$ cat src/design/bdcl_pkg.sv
// ----------------------------------------------------------------------------
// bdcl_pkg
// Shared types and constants for the button debounce / click / long-press block.
// ----------------------------------------------------------------------------
package bdcl_pkg;

    localparam int unsigned TIME_W    = 32;
    localparam int unsigned CFG_W     = 16;
    localparam int unsigned CFG_IDX_W = 2;
    localparam int unsigned LCOUNT_W  = 16;
    localparam int unsigned CCOUNT_W  = 8;
    localparam int unsigned S_DATA_W  = 40;
    localparam int unsigned M_DATA_W  = 32;

    localparam logic [CFG_W-1:0] DEF_SETTLE = 16'd10;
    localparam logic [CFG_W-1:0] DEF_LONG   = 16'd1000;
    localparam logic [CFG_W-1:0] DEF_REPEAT = 16'd100;
    localparam logic [CFG_W-1:0] DEF_CLICK  = 16'd200;

    typedef enum logic [CFG_IDX_W-1:0] {
        REG_SETTLE = 2'd0,
        REG_LONG   = 2'd1,
        REG_REPEAT = 2'd2,
        REG_CLICK  = 2'd3
    } reg_idx_t;

    typedef struct packed {
        logic [CFG_W-1:0] settle_time;
        logic [CFG_W-1:0] long_press_threshold;
        logic [CFG_W-1:0] repeat_interval;
        logic [CFG_W-1:0] click_interval;
    } cfg_t;

    typedef struct packed {
        logic [CCOUNT_W-1:0] click_total;
        logic                click_event;
        logic [LCOUNT_W-1:0] long_count;
        logic                long_event;
        logic                release_event;
        logic                press_event;
        logic                key_down;
    } result_t;

endpackage

$ cat src/design/bdcl_cfg.sv
// ----------------------------------------------------------------------------
// bdcl_cfg
// Timing registers; a zero write stores the default value.
// ----------------------------------------------------------------------------
module bdcl_cfg
(
    input  logic                             clk,
    input  logic                             rst_n,
    input  logic                             wr_en,
    input  logic [bdcl_pkg::CFG_IDX_W-1:0]   wr_index,
    input  logic [bdcl_pkg::CFG_W-1:0]       wr_data,
    output bdcl_pkg::cfg_t                   cfg
);

    bdcl_pkg::cfg_t cfg_reg;
    bdcl_pkg::cfg_t cfg_next;

    function automatic logic [bdcl_pkg::CFG_W-1:0] eff
    (
        input logic [bdcl_pkg::CFG_W-1:0] v,
        input logic [bdcl_pkg::CFG_W-1:0] dflt
    );
        return (v != '0) ? v : dflt;
    endfunction

    always_comb
    begin
        cfg_next = cfg_reg;
        if (wr_en)
        begin
            unique case (bdcl_pkg::reg_idx_t'(wr_index))
                bdcl_pkg::REG_SETTLE:
                    cfg_next.settle_time = eff(wr_data, bdcl_pkg::DEF_SETTLE);
                bdcl_pkg::REG_LONG:
                    cfg_next.long_press_threshold = eff(wr_data, bdcl_pkg::DEF_LONG);
                bdcl_pkg::REG_REPEAT:
                    cfg_next.repeat_interval = eff(wr_data, bdcl_pkg::DEF_REPEAT);
                bdcl_pkg::REG_CLICK:
                    cfg_next.click_interval = eff(wr_data, bdcl_pkg::DEF_CLICK);
                default:
                    cfg_next = cfg_reg;
            endcase
        end
    end

    always_ff @(posedge clk or negedge rst_n)
    begin
        if (!rst_n)
        begin
            cfg_reg.settle_time          <= bdcl_pkg::DEF_SETTLE;
            cfg_reg.long_press_threshold <= bdcl_pkg::DEF_LONG;
            cfg_reg.repeat_interval      <= bdcl_pkg::DEF_REPEAT;
            cfg_reg.click_interval       <= bdcl_pkg::DEF_CLICK;
        end
        else
        begin
            cfg_reg <= cfg_next;
        end
    end

    assign cfg = cfg_reg;

endmodule

$ cat src/design/bdcl_core.sv
// ----------------------------------------------------------------------------
// bdcl_core
// Debounce, click and long-press state with the single-poll update logic.
// ----------------------------------------------------------------------------
module bdcl_core
(
    input  logic                           clk,
    input  logic                           rst_n,
    input  logic                           step,
    input  logic                           pin_level,
    input  logic [bdcl_pkg::TIME_W-1:0]    now_ms,
    input  bdcl_pkg::cfg_t                 cfg,
    output bdcl_pkg::result_t              result
);

    localparam int unsigned TW = bdcl_pkg::TIME_W;
    localparam int unsigned LW = bdcl_pkg::LCOUNT_W;
    localparam int unsigned CW = bdcl_pkg::CCOUNT_W;
    localparam int unsigned PW = TW - bdcl_pkg::CFG_W;

    logic          stable_level_reg,   stable_level_next;
    logic          change_pending_reg, change_pending_next;
    logic [TW-1:0] pending_since_reg,  pending_since_next;
    logic [TW-1:0] pressed_at_reg,     pressed_at_next;
    logic [TW-1:0] released_at_reg,    released_at_next;
    logic [LW-1:0] repeat_count_reg,   repeat_count_next;
    logic [TW-1:0] last_repeat_at_reg, last_repeat_at_next;
    logic [CW-1:0] click_count_reg,    click_count_next;

    logic          settle_done;
    logic          edge_ok;
    logic [LW-1:0] rc_mid;
    logic [CW-1:0] cc_mid;
    logic [TW-1:0] hold_time;
    logic [TW-1:0] repeat_time;
    logic [TW-1:0] idle_time;

    always_comb
    begin
        stable_level_next   = stable_level_reg;
        change_pending_next = change_pending_reg;
        pending_since_next  = pending_since_reg;
        pressed_at_next     = pressed_at_reg;
        released_at_next    = released_at_reg;
        last_repeat_at_next = last_repeat_at_reg;
        rc_mid              = repeat_count_reg;
        cc_mid              = click_count_reg;
        result              = '0;

        settle_done = change_pending_reg &&
                      ((now_ms - pending_since_reg) >= {{PW{1'b0}}, cfg.settle_time});
        edge_ok     = settle_done && (pin_level != stable_level_reg);

        if (change_pending_reg)
        begin
            if (settle_done)
            begin
                if (edge_ok)
                begin
                    if (pin_level)
                    begin
                        pressed_at_next    = now_ms;
                        result.press_event = 1'b1;
                    end
                    else
                    begin
                        released_at_next     = now_ms;
                        result.release_event = 1'b1;
                        rc_mid               = '0;
                        if ((now_ms - pressed_at_reg) <
                            {{PW{1'b0}}, cfg.long_press_threshold})
                        begin
                            if (click_count_reg != '1)
                                cc_mid = click_count_reg + 1'b1;
                        end
                        else
                        begin
                            cc_mid = '0;
                        end
                    end
                end
                stable_level_next   = pin_level;
                change_pending_next = 1'b0;
            end
        end
        else if (pin_level != stable_level_reg)
        begin
            change_pending_next = 1'b1;
            pending_since_next  = now_ms;
        end

        hold_time   = now_ms - pressed_at_next;
        repeat_time = now_ms - last_repeat_at_reg;
        idle_time   = now_ms - released_at_next;

        repeat_count_next = rc_mid;
        if (stable_level_next)
        begin
            if (rc_mid == '0)
            begin
                if ((pressed_at_next != '0) &&
                    (hold_time > {{PW{1'b0}}, cfg.long_press_threshold}))
                begin
                    repeat_count_next   = {{(LW-1){1'b0}}, 1'b1};
                    last_repeat_at_next = now_ms;
                    result.long_event   = 1'b1;
                    result.long_count   = {{(LW-1){1'b0}}, 1'b1};
                end
            end
            else if (repeat_time > {{PW{1'b0}}, cfg.repeat_interval})
            begin
                last_repeat_at_next = now_ms;
                if (rc_mid != '1)
                    repeat_count_next = rc_mid + 1'b1;
                result.long_event = 1'b1;
                result.long_count = (rc_mid != '1) ? rc_mid + 1'b1 : rc_mid;
            end
        end

        click_count_next = cc_mid;
        if ((cc_mid != '0) && !stable_level_next &&
            (idle_time > {{PW{1'b0}}, cfg.click_interval}))
        begin
            result.click_event = 1'b1;
            result.click_total = cc_mid;
            click_count_next   = '0;
        end

        result.key_down = stable_level_next;
    end

    always_ff @(posedge clk or negedge rst_n)
    begin
        if (!rst_n)
        begin
            stable_level_reg   <= 1'b0;
            change_pending_reg <= 1'b0;
            pending_since_reg  <= '0;
            pressed_at_reg     <= '0;
            released_at_reg    <= '0;
            repeat_count_reg   <= '0;
            last_repeat_at_reg <= '0;
            click_count_reg    <= '0;
        end
        else if (step)
        begin
            stable_level_reg   <= stable_level_next;
            change_pending_reg <= change_pending_next;
            pending_since_reg  <= pending_since_next;
            pressed_at_reg     <= pressed_at_next;
            released_at_reg    <= released_at_next;
            repeat_count_reg   <= repeat_count_next;
            last_repeat_at_reg <= last_repeat_at_next;
            click_count_reg    <= click_count_next;
        end
    end

endmodule

$ cat src/design/button_debounce_click_longpress.sv
// A result beat is registered in the result register after its input beat has been
//   taken into the input register; one input beat per cycle is sustained while the master side accepts.
// The state update for a poll is combinational between the input register
//   and the result register, so back-to-back polls see the previous poll's state.
// Reset (rst_n low, asynchronous): timing registers return to 10/1000/100/200 ms,
//   all debounce and count state clears, and both pipeline registers empty.
// ----------------------------------------------------------------------------
// button_debounce_click_longpress
// Polled key debouncer with multi-click counting and long-press repeat events.
// ----------------------------------------------------------------------------
module button_debounce_click_longpress
(
    input  logic                                clk,
    input  logic                                rst_n,
    input  logic                                s_tvalid,
    output logic                                s_tready,
    // [0] pin_level, [32:1] now_ms, [39:33] zero
    input  logic [bdcl_pkg::S_DATA_W-1:0]       s_tdata,
    output logic                                m_tvalid,
    input  logic                                m_tready,
    // [0] key_down, [1] press_event, [2] release_event, [3] long_event,
    // [19:4] long_count, [20] click_event, [28:21] click_total, [31:29] zero
    output logic [bdcl_pkg::M_DATA_W-1:0]       m_tdata,
    input  logic                                cfg_valid,
    output logic                                cfg_ready,
    input  logic [bdcl_pkg::CFG_IDX_W-1:0]      cfg_index,
    input  logic [bdcl_pkg::CFG_W-1:0]          cfg_data
);

    localparam int unsigned TW = bdcl_pkg::TIME_W;

    logic              in_valid_reg;
    logic              in_pin_reg;
    logic [TW-1:0]     in_now_reg;
    logic              out_valid_reg;
    bdcl_pkg::result_t out_data_reg;

    logic              advance;
    bdcl_pkg::cfg_t    cfg;
    bdcl_pkg::result_t core_result;

    assign cfg_ready = 1'b1;
    assign advance   = in_valid_reg && (!out_valid_reg || m_tready);
    assign s_tready  = !in_valid_reg || advance;

    bdcl_cfg u_cfg
    (
        .clk      (clk),
        .rst_n    (rst_n),
        .wr_en    (cfg_valid && cfg_ready),
        .wr_index (cfg_index),
        .wr_data  (cfg_data),
        .cfg      (cfg)
    );

    bdcl_core u_core
    (
        .clk       (clk),
        .rst_n     (rst_n),
        .step      (advance),
        .pin_level (in_pin_reg),
        .now_ms    (in_now_reg),
        .cfg       (cfg),
        .result    (core_result)
    );

    always_ff @(posedge clk or negedge rst_n)
    begin
        if (!rst_n)
        begin
            in_valid_reg  <= 1'b0;
            out_valid_reg <= 1'b0;
        end
        else
        begin
            if (s_tready)
                in_valid_reg <= s_tvalid;
            if (advance)
                out_valid_reg <= 1'b1;
            else if (m_tready)
                out_valid_reg <= 1'b0;
        end
    end

    always_ff @(posedge clk)
    begin
        if (s_tvalid && s_tready)
        begin
            in_pin_reg <= s_tdata[0];
            in_now_reg <= s_tdata[TW:1];
        end
        if (advance)
            out_data_reg <= core_result;
    end

    assign m_tvalid = out_valid_reg;
    assign m_tdata  = {3'b000,
                       out_data_reg.click_total,
                       out_data_reg.click_event,
                       out_data_reg.long_count,
                       out_data_reg.long_event,
                       out_data_reg.release_event,
                       out_data_reg.press_event,
                       out_data_reg.key_down};

`ifndef SYNTH
    a_edge_excl: assert property (@(posedge clk) disable iff (!rst_n)
        m_tvalid |-> !(out_data_reg.press_event && out_data_reg.release_event))
        else $error("press and release in one beat");

    a_edge_level: assert property (@(posedge clk) disable iff (!rst_n)
        (m_tvalid && (out_data_reg.press_event || out_data_reg.long_event))
            |-> out_data_reg.key_down)
        else $error("press or long event with key up");

    a_click_up: assert property (@(posedge clk) disable iff (!rst_n)
        (m_tvalid && out_data_reg.click_event)
            |-> (!out_data_reg.key_down && (out_data_reg.click_total != '0)))
        else $error("click report with key down or empty count");

    a_zero_counts: assert property (@(posedge clk) disable iff (!rst_n)
        m_tvalid |-> ((out_data_reg.long_event || (out_data_reg.long_count == '0)) &&
                      (out_data_reg.click_event || (out_data_reg.click_total == '0))))
        else $error("count without event");
`endif

endmodule

$ cat config.mk
export PLATFORM = sky130hd
export DESIGN_NAME = button_debounce_click_longpress
export DESIGN_NICKNAME = d
export VERILOG_FILES = /design/src/design/bdcl_pkg.sv /design/src/design/bdcl_cfg.sv /design/src/design/bdcl_core.sv /design/src/design/button_debounce_click_longpress.sv
export SDC_FILE = /design/constraint.sdc
export NUM_CORES = 1
export LEC_CHECK = 0
export ABC_AREA = 1
export BUFFER_PORTS_ARGS = -buffer_cell sky130_fd_sc_hd__buf_2
export CELL_PAD_IN_SITES_DETAIL_PLACEMENT = 1
export CELL_PAD_IN_SITES_GLOBAL_PLACEMENT = 2
export CORE_MARGIN = 8
export CORE_UTILIZATION = 36
export DETAILED_ROUTE_END_ITERATION = 6
export HOLD_SLACK_MARGIN = 0.12
export PLACE_DENSITY_LB_ADDON = 0.1
export SKIP_LAST_GASP = 1
export SYNTH_ARGS = -nofsm -noshare
export SYNTH_HDL_FRONTEND = slang
export SYNTH_HIERARCHICAL = 1
export SYNTH_SLANG_ARGS = --single-unit
$ cat constraint.sdc
create_clock -name clk -period 9.5 [get_ports clk]
set_input_delay 0.95 -clock clk [delete_from_list [all_inputs] [get_ports clk]]
set_output_delay 0.95 -clock clk [all_outputs]
set_load 0.01 [all_outputs]
# Word level (Yosys, flattened, before mapping)
# Cells that the tools add are included.
# totals
ff_bits	282
input_bits	63
output_inout_bits	35
word_cells	113
# classes
addsub	7
order_cmp	5
eq_ne	7
mux	44
n_bitwise	1
reduce_logical	26
# op_table
operator	n
32-bit two-way mux	11
16-bit two-way mux	13
32-bit subtractor	5
32-bit by 16-bit greater-than comparator with 1-bit output	3
8-bit two-way mux	7
17-bit two-way mux	2
32-bit by 16-bit >= comparator with 1-bit output	1
32-bit by 16-bit < comparator with 1-bit output	1
32-bit nonzero test	1
16-bit by 1-bit adder with 16-bit output (second input constant)	1
16-bit zero test	1
16-bit != test (second input constant)	1
16-bit nonzero test	1
1-bit two-way mux	10
8-bit by 1-bit adder with 8-bit output (second input constant)	1
8-bit != test (second input constant)	1
2-bit AND reduction	4
8-bit nonzero test	1
1-bit logical AND	7
3-bit AND reduction	2
2-bit == test (second input constant)	2
4-bit AND reduction	1
2-bit nonzero test	2
1-bit zero test	3
other kinds (7)	8

# Longest topological paths before layout
# Gate-level depths: netlist of run 1.
# depth
word_depth	13
depth_mapped	56
ltp_nobuf	54

# By module
# The synthesis of run 1 kept the hierarchy.
# modules_own_cells
module	instances	cells_per_inst	area_per_inst_um2
bdcl_core	1	3250	19992.9
bdcl_cfg	1	263	2466.1
button_debounce_click_longpress	1	80	1994.4

# Worst setup path before layout of run 1
# OpenSTA, ideal clock, no wires.
# synth_path
kind	register to register
startpoint	reg in_now_reg[1]
endpoint	reg out_data_reg (netlist bit m_tdata[25]), data pin
setup_time_ns	0.265
arrival_ns	6.878
setup_slack_ns	2.356
path_stages_with_launch	49
n_path_buf	3
cell_sequence	edfxtp_1 > inv_1 > fa_1 > inv_1 > nand2_1 > nand3b_2 > nand2_1 > nand2_1 > xor2_1 > ha_1 > nand2_1 > nor2_1 > a211oi_1 > nand3_1 > nor2_1 > nand3_1 > nor2_4 > a21boi_4 > [... 13 more ...] > a21oi_1 > o21ai_0 > xor2_1 > ha_1 > nand2_1 > inv_1 > nand3_1 > nor3_1 > nand2_1 > a21oi_1 > o211ai_1 > nor2_1 > nand4_1 > nor3_1 > nand4_1 > nand3_2 > buf_2 > nor2_1
# synth_via
elab_chain_cells	10
elab_cells_between_ends	23
cone_classes	add/sub: 3; order compare: 3; mux: 11; reduce/logical: 6
# synth_rtl
element	line_no	source
start, declared	button_debounce_click_longpress.sv:34	logic [TW-1:0] in_now_reg;
start signal, assigned	button_debounce_click_longpress.sv:90	in_now_reg <= s_tdata[TW:1];
32-bit subtractor (on tied branches)	bdcl_core.sv:51, bdcl_core.sv:70	
32-bit by 16-bit >= comparator with 1-bit output or 32-bit by 16-bit < comparator with 1-bit output (tied branches)	bdcl_core.sv:51, bdcl_core.sv:70	
1-bit logical AND or 8-bit two-way mux (tied branches)	bdcl_core.sv:50, bdcl_core.sv:70	
1-bit logical AND or 8-bit two-way mux (tied branches)	bdcl_core.sv:52, bdcl_core.sv:60	
32-bit two-way mux or 8-bit two-way mux (tied branches)	bdcl_core.sv:58	if (edge_ok)
32-bit two-way mux or 8-bit two-way mux (tied branches)	bdcl_core.sv:56	if (settle_done)
32-bit two-way mux or 8-bit two-way mux (tied branches)	bdcl_core.sv:54	if (change_pending_reg)
32-bit subtractor or 8-bit nonzero test (tied branches)	bdcl_core.sv:94, bdcl_core.sv:121	
32-bit by 16-bit greater-than comparator with 1-bit output or 1-bit logical AND (tied branches)	bdcl_core.sv:122, bdcl_core.sv:121	
1-bit logical AND	bdcl_core.sv:121	if ((cc_mid != '0) && !stable_level_next &&
end signal, assigned	button_debounce_click_longpress.sv:93	out_data_reg <= core_result;
end, declared	button_debounce_click_longpress.sv:36	bdcl_pkg::result_t out_data_reg;
# Parallel ways exist; a longest one is shown, timed or not.
# A chain may end at the register's enable or synchronous reset.

# Worst setup path in the final report of run 1
# layout_path
startpoint	reg in_now_reg[8]
endpoint	reg out_data_reg (netlist bit m_tdata[23]), data pin
# Same word-level chain as after synthesis.

==> flow_metrics.tcl, run 1 <==
set metrics [dict create \
    status "finished clean" \
    num_rows 95 \
    vias_per_cell 5.23 \
    setup_viol_count_final 0 \
    wl_per_cell_um 20.1 \
    first_pass_iters 5 \
    final_cells 4605 \
    pin_count 98 \
    post-route-util_pct 41.0 \
    ys_seq_area_share_pct 30.2 \
    worstMarginPinSlew_ps 1260 \
    syn_to_final_growth_pct 12.5 \
    layout_common_cells "1085 x nand2_1, 529 x inv_1, 288 x o21ai_0" \
    rr_endpoint "m_tdata[23]" \
    critical_path_class "reg2reg" \
    maxCapViolCount 0 \
    synth_edf_count 62 \
    synth_flop_cell "dfrtp_1" \
    cts_made_buffers 39 \
    postCtsHoldBufs 0 \
    relSlewSlack_pct 15.8 \
    hold_violations 0 \
    drv_slew 0 \
    synth_compound_area_share_pct 14.3 \
    timing.rr.start "in_now_reg[8]" \
    antenna_found_initial 4 \
    ys_async_sr_fraction_pct 78.0 \
    core-area_um2 67200 \
    slowest_delay_ps 510 \
    clk_latency_ps 570 \
    cts_tree "done" \
    io_buffer_count 86 \
    fin_crit_ps 8930 \
    dp_cells 4534 \
    htree_levels 2 \
    synth_seq_cells 282 \
    post-route-period-util_pct 94.0 \
    start_util_pct 36.4 \
    worst-r2r-setup-slack_ps 570 \
    hpwl_um 76700 \
    largest_reg_flops 64 \
    yosys.area_share.simple_pct 28.1 \
    grt_pass1_vias 25400 \
    cp-start-kind "register" \
    root_buffer "clkbuf_16" \
    synth_mux_area_share_pct 0.251 \
    cp.required_ps 9800 \
    timing.fmax_mhz 112 \
    fp.dieH_um 277 \
    synth_top_family_by_area "simple AND/OR/NAND/NOR gates" \
    crit_arrival_ps 9220 \
    netlist_instances 3593 \
    avgSynthCellArea_um2 6.81 \
    grt_max_degree 108 \
    final_common_cell "nand2_1" \
    path_clk_slew_ps 60 \
    setup_slack_ps 573 \
    ir_drop_mv 0.257 \
    syn_area_um2 24500 \
    synthAdderAreaFrac_pct 12.6 \
    drt-total-wl_um 92600 \
    crit_path_end_kind "register" \
    drt_iter0_markers 1340 \
    cellLeakagePower_nw 14.1 \
    grt_pass1_wl_um 144000 \
    fin_skew_ps 20.1 \
    hp-class "in2async" \
    pre_cts_slack_ps 590 \
    cts.sinks 282 \
    synthXorXnorAreaFrac_pct 4.48 \
    dieArea_um2 76500 \
    power.density_nw_per_um2 361 \
    via_count 24100 \
    die_x_um 277 \
    synth_warnings 6 \
    clk_path_buf_depth 3 \
    cp_slowest_cell "edfxtp_1" \
    antenna_left 0 \
    drc 0 \
    ff2ff_path_depth 41 \
    nets 4009 \
    drive_above_1_share_pct 7.67 \
    total_power_mw 9.94 \
    grt-ovfl-total 0 \
    cp_max_fo 44 \
    holdWs_ps 417 \
    place.gp.congestion 0.964 \
    ys_types 63 \
    grt_util_all_layers_pct 23.6 \
]
-- final cells by class --
cell class                 instances  area [um2]
fill                            8652       39700
sequential                       282        7380
clock buffer                      51        1130
inverter                         545        2050
clock inverter                    19         245
antenna                            1        2.50
multi-input combinational       2691       14700
timing repair buffer             143         881
tap                              873        1090
-- per-layer routing --
layer / GRT usage (%) / vias up / share of wire (%)
met1: 32.1 / 11700 / 48
met5: 0 / - / 0
met4: 6.65 / 0 / 2.8
li1: - / 11900 / -
met3: 2.48 / 130 / 3.4
met2: 39.7 / 405 / 46
-- kinds of logic after synthesis --
group                      Yosys count
xor gates and xnor gates           125
AOI/OAI and AO/OA                  651
adders and majority gates          244
other                                2
muxes                                6
buffers and inverters              622
and+or+nand+nor                   1661
DFF                                282
-- synthesized netlist by cell type (50+ instances only) --
cell type,number,area [um2]
a21oi_1,224,1120
dfrtp_1,206,5150
edfxtp_1,62,1860
ha_1,239,2990
inv_1,529,1990
nand2_1,1086,4080
nand3_1,115,576
nand4_1,87,544
nor2_1,281,1050
o21ai_0,288,1440
o21ai_1,50,250
xor2_1,79,692
-- per-stage QoR --
stage / cell area (um2) / TNS, ps
finish: 27500 / 0
global route: 27500 / -19.4
CTS: 27400 / 0
detailed placement: 26100 / 0
global placement: 26100 / 0
floorplan: 24500 / 0
-- where the power goes --
group	internal (mW)	switching, mW
sequential	1.62	0.230
clock	0.981	0.600
combinational	2.26	4.24
-- worst max-delay path by stage --
stage | from | slack [ps] | end | depth (start not counted)
6_report | in_now_reg[8] | 570 | m_tdata[23] | 41
3_3_place_gp | in_now_reg[6] | 750 | m_tdata[4] | 48
5_1_grt | in_now_reg[8] | -7 | u_core/last_repeat_at_reg[1] | 51
4_1_cts | in_now_reg[6] | 580 | m_tdata[23] | 44
3_5_place_dp | in_now_reg[6] | 590 | m_tdata[20] | 44
2_1_floorplan | in_now_reg[1] | 2360 | m_tdata[25] | 48
-- critical path, delay by kind of cell, from the launching register on --
kind	cells	cell delay, ps
AND/OR/NAND/NOR	20	3180
XOR/XNOR	2	320
flip-flops	1	510
AO/OA/AOI/OAI	10	2340
buffers and inverters	5	810
adder cells (fa/ha/maj)	4	1430
-- what timing repair did --
action,4_1_cts,5_1_grt
setup buffers,0,0
resized for setup,0,12
setup endpoints to repair,0,36
No activity file was read; power rests on OpenSTA's default activity.
==> run 2: changes to the inputs <==
--- a/config.mk
+++ b/config.mk
@@ -6,12 +6,12 @@
 export NUM_CORES = 1
 export LEC_CHECK = 0
 export ABC_AREA = 1
-export BUFFER_PORTS_ARGS = -buffer_cell sky130_fd_sc_hd__buf_2
 export CELL_PAD_IN_SITES_DETAIL_PLACEMENT = 1
 export CELL_PAD_IN_SITES_GLOBAL_PLACEMENT = 2
 export CORE_MARGIN = 8
-export CORE_UTILIZATION = 36
+export CORE_UTILIZATION = 37
 export DETAILED_ROUTE_END_ITERATION = 6
+export DONT_BUFFER_PORTS = 1
 export HOLD_SLACK_MARGIN = 0.12
 export PLACE_DENSITY_LB_ADDON = 0.1
 export SKIP_LAST_GASP = 1
==> flow_metrics.tcl, run 2 (synthesized netlist as in run 1, its figures left out) <==
set metrics [dict create \
    path_clk_slew_ps 60 \
    root_buffer "clkbuf_16" \
    place.gp.congestion 0.967 \
    hpwl_um 76200 \
    dp_cells 4438 \
    cts_made_buffers 39 \
    dpl_cell_area_um2 25600 \
    cts_tree "done" \
    start_util_pct 37.3 \
    hold_violations 0 \
    nets 3926 \
    fin_skew_ps 18.2 \
    drc 0 \
    largest_reg_flops 64 \
    grt-ovfl-total 0 \
    grt_pass1_vias 25000 \
    drt_iter0_markers 1491 \
    cp_common_cell "nand2_1" \
    first_pass_iters 5 \
    fin_crit_ps 8820 \
    final_common_cell "nand2_1" \
    setup_tns_ps 0 \
    holdWs_ps 233 \
    via_count 23900 \
    design_area_um2 27100 \
    die_x_um 273 \
    htree_levels 2 \
    antenna_found_initial 4 \
    dieArea_um2 74600 \
    ir_drop_mv 0.216 \
    timing.fmax_mhz 113 \
    syn_to_final_growth_pct 10.9 \
    layout_common_cells "1084 x nand2_1, 529 x inv_1, 288 x o21ai_0" \
    setup_viol_count_final 0 \
    status "finished clean" \
    worstMarginPinSlew_ps 1220 \
    clk_latency_ps 560 \
    fp.dieH_um 273 \
    antenna_left 0 \
    core-area_um2 65600 \
    critical_path_class "reg2reg" \
    drt-total-wl_um 92800 \
    grt_pass1_wl_um 142000 \
    cp_slowest_cell "edfxtp_1" \
    cp-start-kind "register" \
    maxCapViolCount 0 \
    crit_path_end_kind "register" \
    grt_util_all_layers_pct 24.4 \
    relSlewSlack_pct 18.6 \
    fillers 8408 \
    grt_max_degree 207 \
    seq_area_um2 7380 \
    io_buffer_count 0 \
    post-route-period-util_pct 92.9 \
    pin_count 98 \
    vias_per_cell 5.29 \
    drv_slew 0 \
    power.density_nw_per_um2 366 \
    clk_path_buf_depth 3 \
    rsz0062_at_grt "false" \
    cp_max_fo 17 \
    final_cells 4514 \
    drive_above_1_share_pct 5.73 \
    cellLeakagePower_nw 13.8 \
    worst-r2r-setup-slack_ps 680 \
    hp-class "in2async" \
    crit_arrival_ps 9120 \
    num_rows 94 \
    slowest_delay_ps 540 \
    wl_per_cell_um 20.5 \
    cts.sinks 282 \
    multi_input_area_um2 14800 \
    cp.required_ps 9800 \
]
## run 2: final timing paths
path                          startpoint                           end  depth (start not counted)
max                        in_now_reg[2]                   m_tdata[23]                         48
min                                rst_n                 u_cfg/cfg[39]                          0
max reg2reg                in_now_reg[2]                   m_tdata[23]                         48
min reg2reg                u_cfg/cfg[18]                 u_cfg/cfg[18]                          2
max in group asynchronous          rst_n  u_core/pending_since_reg[28]                          1
min in group clk           u_cfg/cfg[18]                 u_cfg/cfg[18]                          2
## run 2: worst max-delay path: cells and delay by family, from the launching register on
kind / cells / cell delay, ps
AND/OR/NAND/NOR: 24 / 3320
AO/OA/AOI/OAI: 12 / 2380
adder cells (fa/ha/maj): 4 / 1250
buffers and inverters: 6 / 660
flip-flops: 1 / 540
XOR/XNOR: 2 / 380
## run 2: report_power, final
part	internal, mW	switching, mW	leakage, nW
clock	0.946	0.604	0.661
combinational	2.25	4.26	9.78
sequential	1.63	0.248	3.34
total	4.82	5.11	13.8
## run 2: metrics by stage
stage | util, % | setup slack, ps | power (mW)
2_1_floorplan | - | 2360 | 6.36
3_3_place_gp | 39.0 | 392 | 8.05
3_5_place_dp | 39.0 | 321 | 8.29
4_1_cts | 41.1 | 286 | 9.93
5_1_grt | 41.3 | 19.1 | 10.9
6_report | 41.3 | 679 | 9.93
## run 2: metal layers
metal | track usage, % | vias to the layer above | routed length [um]
li1 | - | 11700 | -
met1 | 33.5 | 11600 | 44200
met2 | 40.0 | 393 | 42100
met3 | 2.64 | 128 | 3630
met4 | 7.47 | 0 | 2900
met5 | 0 | - | 0
## run 2: repair_timing
item / 4_1_cts / 5_1_grt
endpoints found under the setup margin: 0 / 53
hold endpoints to repair: 206 / 0
setup buffers: 0 / 3
hold buffers: 1 / 0
resized for setup: 0 / 22
## run 2: layout make-up
cell class	count	area share [%]
flip-flops and latches	282	27.2
clock inverters	22	0.858
clock buffers	49	4.12
inverters	545	7.54
well taps	864	3.98
diodes	1	0.00922
repair buffers	60	1.78
multi-input cells	2691	54.5
